File: src/rtl/ais_pkg.sv
// ---------------------------------------------------------------------------
// ais_pkg
// Shared constants and types for the ascending integer sorter cell chain.
// ---------------------------------------------------------------------------
package ais_pkg;

    localparam int MAX_LEN = 16;
    localparam int DATA_W  = 32;
    localparam int COUNT_W = $clog2(MAX_LEN + 1);

    // Contents of one cell: an element and its occupancy bit
    typedef struct packed {
        logic                     valid;
        logic signed [DATA_W-1:0] value;
    } slot_t;

    // Row-wide commands, same for every cell
    typedef struct packed {
        logic insert;
        logic drain;
    } cell_ctrl_t;

endpackage

File: src/rtl/ascending_integer_sorter.sv
// ---------------------------------------------------------------------------
// ascending_integer_sorter
// Collects a list of signed words and returns it in ascending order.
// ---------------------------------------------------------------------------
// The list is held sorted at all times in a row of MAX_LEN cells: each
// accepted element is written into the first cell larger than it, with every
// later larger cell taking its left neighbor's contents. Input takes one
// element per cycle while collecting. The transfer that carries is_final moves
// the block to output, where the row shifts toward cell 0 by one cell per
// result transfer; no input is taken during output.
// Elements beyond MAX_LEN are dropped and every result of that list is flagged
// overflowed. No clearing pass is needed after reset.
module ascending_integer_sorter (
    input  logic                             clk,
    input  logic                             rst_n,
    input  logic                             in_valid,
    output logic                             in_ready,
    input  logic signed [ais_pkg::DATA_W-1:0] value,
    input  logic                             is_final,
    output logic                             out_valid,
    input  logic                             out_ready,
    output logic signed [ais_pkg::DATA_W-1:0] sorted_value,
    output logic                             is_last,
    output logic                             overflowed
);
    import ais_pkg::*;

    typedef enum logic [1:0] {
        ST_COLLECT = 2'b01,
        ST_DRAIN   = 2'b10
    } state_t;

    state_t               state_reg;
    state_t               state_next;
    logic [COUNT_W-1:0]   count_reg;
    logic [COUNT_W-1:0]   count_next;
    logic                 overflow_reg;
    logic                 overflow_next;

    cell_ctrl_t           ctrl;
    slot_t                slots [MAX_LEN];
    logic [MAX_LEN-1:0]   gts;
    logic [MAX_LEN-1:0]   slot_valid;
    logic                 in_xfer;
    logic                 out_xfer;
    logic                 full;

    assign in_ready  = (state_reg == ST_COLLECT);
    assign out_valid = (state_reg == ST_DRAIN) && slots[0].valid;
    assign in_xfer   = in_valid && in_ready;
    assign out_xfer  = out_valid && out_ready;
    assign full      = (count_reg == COUNT_W'(MAX_LEN));

    assign ctrl.insert = in_xfer && !full;
    assign ctrl.drain  = out_xfer;

    assign sorted_value = slots[0].value;
    assign is_last      = !slots[1].valid;
    assign overflowed   = overflow_reg;

    genvar i;
    generate
        for (i = 0; i < MAX_LEN; i++)
        begin : g_cell
            slot_t left_s;
            logic  left_g;
            slot_t right_s;

            if (i == 0)
            begin : g_first
                assign left_s = '0;
                assign left_g = 1'b0;
            end
            else
            begin : g_mid
                assign left_s = slots[i-1];
                assign left_g = gts[i-1];
            end

            if (i == MAX_LEN - 1)
            begin : g_last
                assign right_s = '0;
            end
            else
            begin : g_inner
                assign right_s = slots[i+1];
            end

            ais_cell u_cell (
                .clk        (clk),
                .rst_n      (rst_n),
                .ctrl       (ctrl),
                .new_value  (value),
                .left_slot  (left_s),
                .left_gt    (left_g),
                .right_slot (right_s),
                .slot       (slots[i]),
                .gt         (gts[i])
            );

            assign slot_valid[i] = slots[i].valid;
        end
    endgenerate

    always_comb
    begin
        state_next    = state_reg;
        count_next    = count_reg;
        overflow_next = overflow_reg;
        unique case (state_reg)
            ST_COLLECT:
            begin
                if (in_xfer)
                begin
                    if (full)
                        overflow_next = 1'b1;
                    else
                        count_next = count_reg + COUNT_W'(1);
                    if (is_final)
                        state_next = ST_DRAIN;
                end
            end
            ST_DRAIN:
            begin
                if (out_xfer && is_last)
                begin
                    state_next    = ST_COLLECT;
                    count_next    = '0;
                    overflow_next = 1'b0;
                end
            end
            default:
            begin
                state_next = ST_COLLECT;
            end
        endcase
    end

    always_ff @(posedge clk or negedge rst_n)
    begin
        if (!rst_n)
        begin
            state_reg    <= ST_COLLECT;
            count_reg    <= '0;
            overflow_reg <= 1'b0;
        end
        else
        begin
            state_reg    <= state_next;
            count_reg    <= count_next;
            overflow_reg <= overflow_next;
        end
    end

`ifndef SYNTH
    // The count holds while the row drains, so compare only while collecting
    a_count_matches_cells: assert property (@(posedge clk) disable iff (!rst_n)
        (state_reg == ST_COLLECT) |-> ($countones(slot_valid) == int'(count_reg)))
        else $error("occupied cells disagree with element count");

    a_final_starts_output: assert property (@(posedge clk) disable iff (!rst_n)
        (in_xfer && is_final) |=> out_valid)
        else $error("final element transfer did not start output");

    a_last_ends_output: assert property (@(posedge clk) disable iff (!rst_n)
        (out_xfer && is_last) |=> (!out_valid && in_ready && count_reg == '0))
        else $error("output did not end after last result");

    a_no_overlap: assert property (@(posedge clk) disable iff (!rst_n)
        !(in_ready && out_valid))
        else $error("input and output active together");
`endif

endmodule

File: src/rtl/ais_cell.sv
// ---------------------------------------------------------------------------
// ais_cell
// One sorter cell: holds one element, takes part in insertion and draining.
// ---------------------------------------------------------------------------
module ais_cell (
    input  logic                             clk,
    input  logic                             rst_n,
    input  ais_pkg::cell_ctrl_t              ctrl,
    input  logic signed [ais_pkg::DATA_W-1:0] new_value,
    input  ais_pkg::slot_t                   left_slot,
    input  logic                             left_gt,
    input  ais_pkg::slot_t                   right_slot,
    output ais_pkg::slot_t                   slot,
    output logic                             gt
);
    import ais_pkg::*;

    logic                     valid_reg;
    logic                     valid_next;
    logic signed [DATA_W-1:0] value_reg;
    logic signed [DATA_W-1:0] value_next;

    // Empty cells count as larger than anything
    assign gt = !valid_reg || (value_reg > new_value);

    always_comb
    begin
        valid_next = valid_reg;
        value_next = value_reg;
        if (ctrl.insert && gt)
        begin
            if (left_gt)
            begin
                // shift the left neighbor in to open the gap further left
                valid_next = left_slot.valid;
                value_next = left_slot.value;
            end
            else
            begin
                valid_next = 1'b1;
                value_next = new_value;
            end
        end
        else if (ctrl.drain)
        begin
            valid_next = right_slot.valid;
            value_next = right_slot.value;
        end
    end

    always_ff @(posedge clk or negedge rst_n)
    begin
        if (!rst_n)
            valid_reg <= 1'b0;
        else
            valid_reg <= valid_next;
    end

    always_ff @(posedge clk)
    begin
        value_reg <= value_next;
    end

    assign slot.valid = valid_reg;
    assign slot.value = value_reg;

endmodule
File: config.mk
export PLATFORM = sky130hd
export DESIGN_NAME = ascending_integer_sorter
export DESIGN_NICKNAME = d
export VERILOG_FILES = /design/src/rtl/ais_pkg.sv /design/src/rtl/ascending_integer_sorter.sv /design/src/rtl/ais_cell.sv
export SDC_FILE = /design/constraint.sdc
export NUM_CORES = 2
export LEC_CHECK = 0
export ABC_AREA = 1
export ABC_CLOCK_PERIOD_IN_PS = 4000
export BUFFER_PORTS_ARGS = -buffer_cell sky130_fd_sc_hd__buf_2
export CAP_MARGIN = 10
export CORE_MARGIN = 8
export CORE_UTILIZATION = 25
export DETAILED_ROUTE_END_ITERATION = 12
export GPL_TIMING_DRIVEN = 0
export PLACE_DENSITY = 0.36
export SLEW_MARGIN = 15
export SYNTH_ARGS = -nofsm -noshare
export SYNTH_HDL_FRONTEND = slang
export SYNTH_SLANG_ARGS = --single-unit
File: constraint.sdc
create_clock -name clk -period 4 [get_ports clk]
set_input_delay 0.2 -clock clk [delete_from_list [all_inputs] [get_ports clk]]
set_output_delay 0.2 -clock clk [all_outputs]
set_load 0.02 [all_outputs]
==> results.ini <==
[status]
status=finished, final reports clean

[synthesis]
synth-seq-cells=536
synth_warnings=0
yosysSeqAreaShare_pct=38.2
synthFlopType=edfxtp_1
synth_area_sq_mm=0.0419
synth_cell_types=38
synth_edf_count=512
synth_fp_nets=6173
synthesis.instances=5622
async_reset_ff_share_pct=4.48
syn_area_per_cell_sq_um=7.45

[grt]
grt_pass1_vias=37700
grt_pass1_wl_um=238000
grtUsageTotal_pct=17.2
grt_max_degree=32
antenna_found_initial=5
gr-total-overflow=0

[power_and_ir_drop]
pwr_density_cell_mw_per_mm2=662
ir_worst_vdd_v=0.000298
p_leak_nw=23.4

[clocking]
cts_sinks=536
path_clk_slew_ns=0.05
clk_latency_ns=0.68
cts_buffers=78
tritoncts=yes
htree_levels=3
cts_setup_buffers=0
ctsLongestPathBuffers=3
cts-root-buf=clkbuf_16

[setup_path]
end_kind=flop
max_stage_delay_ns=0.65
crit_top_cell=nand2_1
critPathTopFamily=simple AND/OR/NAND/NOR gates
critical_path_class=primary input to flop
worstRegToRegCells=12
critPathLaunchType=primary input
cpMaxStageDelayCell=ha_2
worstPathArrival_ns=4.16
required_ns=4.36
r2r_slack_ns=0.20
r2r-end=g_cell[8].u_cell.value_reg[7]$_DFFE_PP_
path_max_fanout=23
path_cells=buf_2 -> clkinvlp_4 -> ha_2 -> nand2_1 -> nor3_1 -> and3_1 -> nand2_1 -> nand3_1 -> nand3_2 -> nand2_2 -> nand2_1 -> buf_2 -> nand2_2 -> buf_12
critPathLaunch=value[31]
r2r_start=g_cell[8].u_cell.value_reg[31]$_DFFE_PP_
critPathBufInv=4

[floorplan]
num_io_pins=73
core-area_sq_mm=0.167
die-area_sq_mm=0.181
die_w_um=425
die_h_um=425
rows=150
initial_core_util_pct=25.1

[final_layout]
layout-drive-gt1-share_pct=8.00
final_common_cell=nand2_1
final_cell_mix=2653 x nand2_1, 632 x nand3_1, 512 x edfxtp_1
area_growth_syn_to_layout_pct=15.2
largest_reg_flops=512
fillers=18600
finalNonFillerCells=8096
utilization_pct=28.9
layout.nets=6377

[run]
maxCapViolations=0

[detailed_routing]
wirelength_um=159000
drc=0
drtPass1Iterations=5
viasPerCell=4.46
routedWlPerCell_um=19.6
drtAntennaViolNets=0
initialDrtViolationCount=1822
num_vias=36100

[timing]
fin_ws_ns=0.194
clock_skew_ns=0.0350
setup-violations-final=0
setup_tns_ns=0
worst_pin_slew_ns=1.22
rsz0062_at_grt=false
period_share_pct=95.1
max_freq_mhz=263
slew_headroom_pct=18.9
slew_viol_final=0
final_hold_viol_count=0
period_minus_slack_ns=3.81

[placed_design]
post-place-cells=7914
place_congestion=0.801
post-dp-hpwl_um=134000
dp_slack_ns=-0.808
numPortBuffers=72

[hold_path]
hold_class=primary input to async pin

worst max-delay path by stage:
stage / endpoint / slack [ns] / depth (start not counted)
6_report: g_cell[8].u_cell.value_reg[7]$_DFFE_PP_ / 0.19 / 14
5_1_grt: g_cell[9].u_cell.value_reg[8]$_DFFE_PP_ / 0.02 / 16
4_1_cts: g_cell[6].u_cell.value_reg[18]$_DFFE_PP_ / 0.06 / 13
3_5_place_dp: g_cell[6].u_cell.value_reg[7]$_DFFE_PP_ / -0.81 / 15
2_1_floorplan: g_cell[8].u_cell.value_reg[0]$_DFFE_PP_ / 0.83 / 14
3_3_place_gp: g_cell[6].u_cell.value_reg[7]$_DFFE_PP_ / -1.68 / 13
cell usage after synthesis (25+ instances only):
cell | n | area (sq um)
ha_1 | 514 | 6430
a21oi_1 | 257 | 1290
nand2_2 | 38 | 238
nor3_1 | 25 | 125
edfxtp_1 | 512 | 15400
nand4_1 | 44 | 275
nor2_1 | 156 | 586
nand2_1 | 2670 | 10000
nand3_1 | 632 | 3160
clkbuf_1 | 86 | 323
o21ai_0 | 59 | 295
inv_1 | 260 | 976
buf_2 | 141 | 706
buf_1 | 37 | 139
report_power, final:
part           total (mW)  internal [mW]  switching (mW)
Sequential           9.99           8.73            1.27
Combinational        14.9           4.71            10.2
Clock                7.00           4.13            2.87
area by class of cell:
cell class / count / area, sq um / share of cell area [%]
flip-flops and latches: 536 / 16000 / 33.1
plain buffers: 284 / 1340 / 2.77
multi-input cells: 4537 / 23600 / 49.0
diodes: 1 / 2.50 / 0.00519
well taps: 2204 / 2760 / 5.72
inverters: 265 / 1010 / 2.09
clock inverters: 25 / 255 / 0.529
repair buffers: 124 / 1040 / 2.16
clock buffers: 120 / 2210 / 4.59
worst reg2reg max path, stage by stage (launching register included):
cell	delay, ns
edfxtp_1	0.44
ha_2	0.42
nand2_1	0.10
nor3_1	0.49
and3_1	0.27
nand2_1	0.08
nand3_1	0.10
nand3_2	0.25
nand2_2	0.25
nand2_1	0.28
buf_2	0.30
nand2_2	0.26
buf_12	0.23
through the flow:
step	instance area (sq um)	power [mW]	hold WS (ns)
CTS	48200	32.6	0.166
global route	48200	34.8	0.203
detailed placement	45300	25.3	0.364
global placement	45000	25.0	0.357
floorplan	41900	20.1	-0.0956
finish	48200	31.9	0.193
cells by family after synthesis:
logic type | after synthesis | share of synthesized area [%]
compound gates | 406 | 5.38
xor+xnor | 1 | 0.0209
fa+ha+maj | 514 | 15.4
buf+inv | 549 | 5.57
flops | 536 | 38.2
simple gates | 3616 | 35.5
what timing repair did:
action                     in CTS  in global routing
gates resized for setup         4                  8
hold endpoints to repair       88                  0
hold buffers                   35                  0
setup endpoints to repair      67                395
metal layers:
layer	vias up	routed length (um)	GRT usage (%)
li1	19200	-	-
met1	16300	72200	21.8
met2	492	78800	31.4
met3	170	4460	2.08
met4	0	3540	3.66
met5	-	0	0
(Power assumes the default switching activity.)
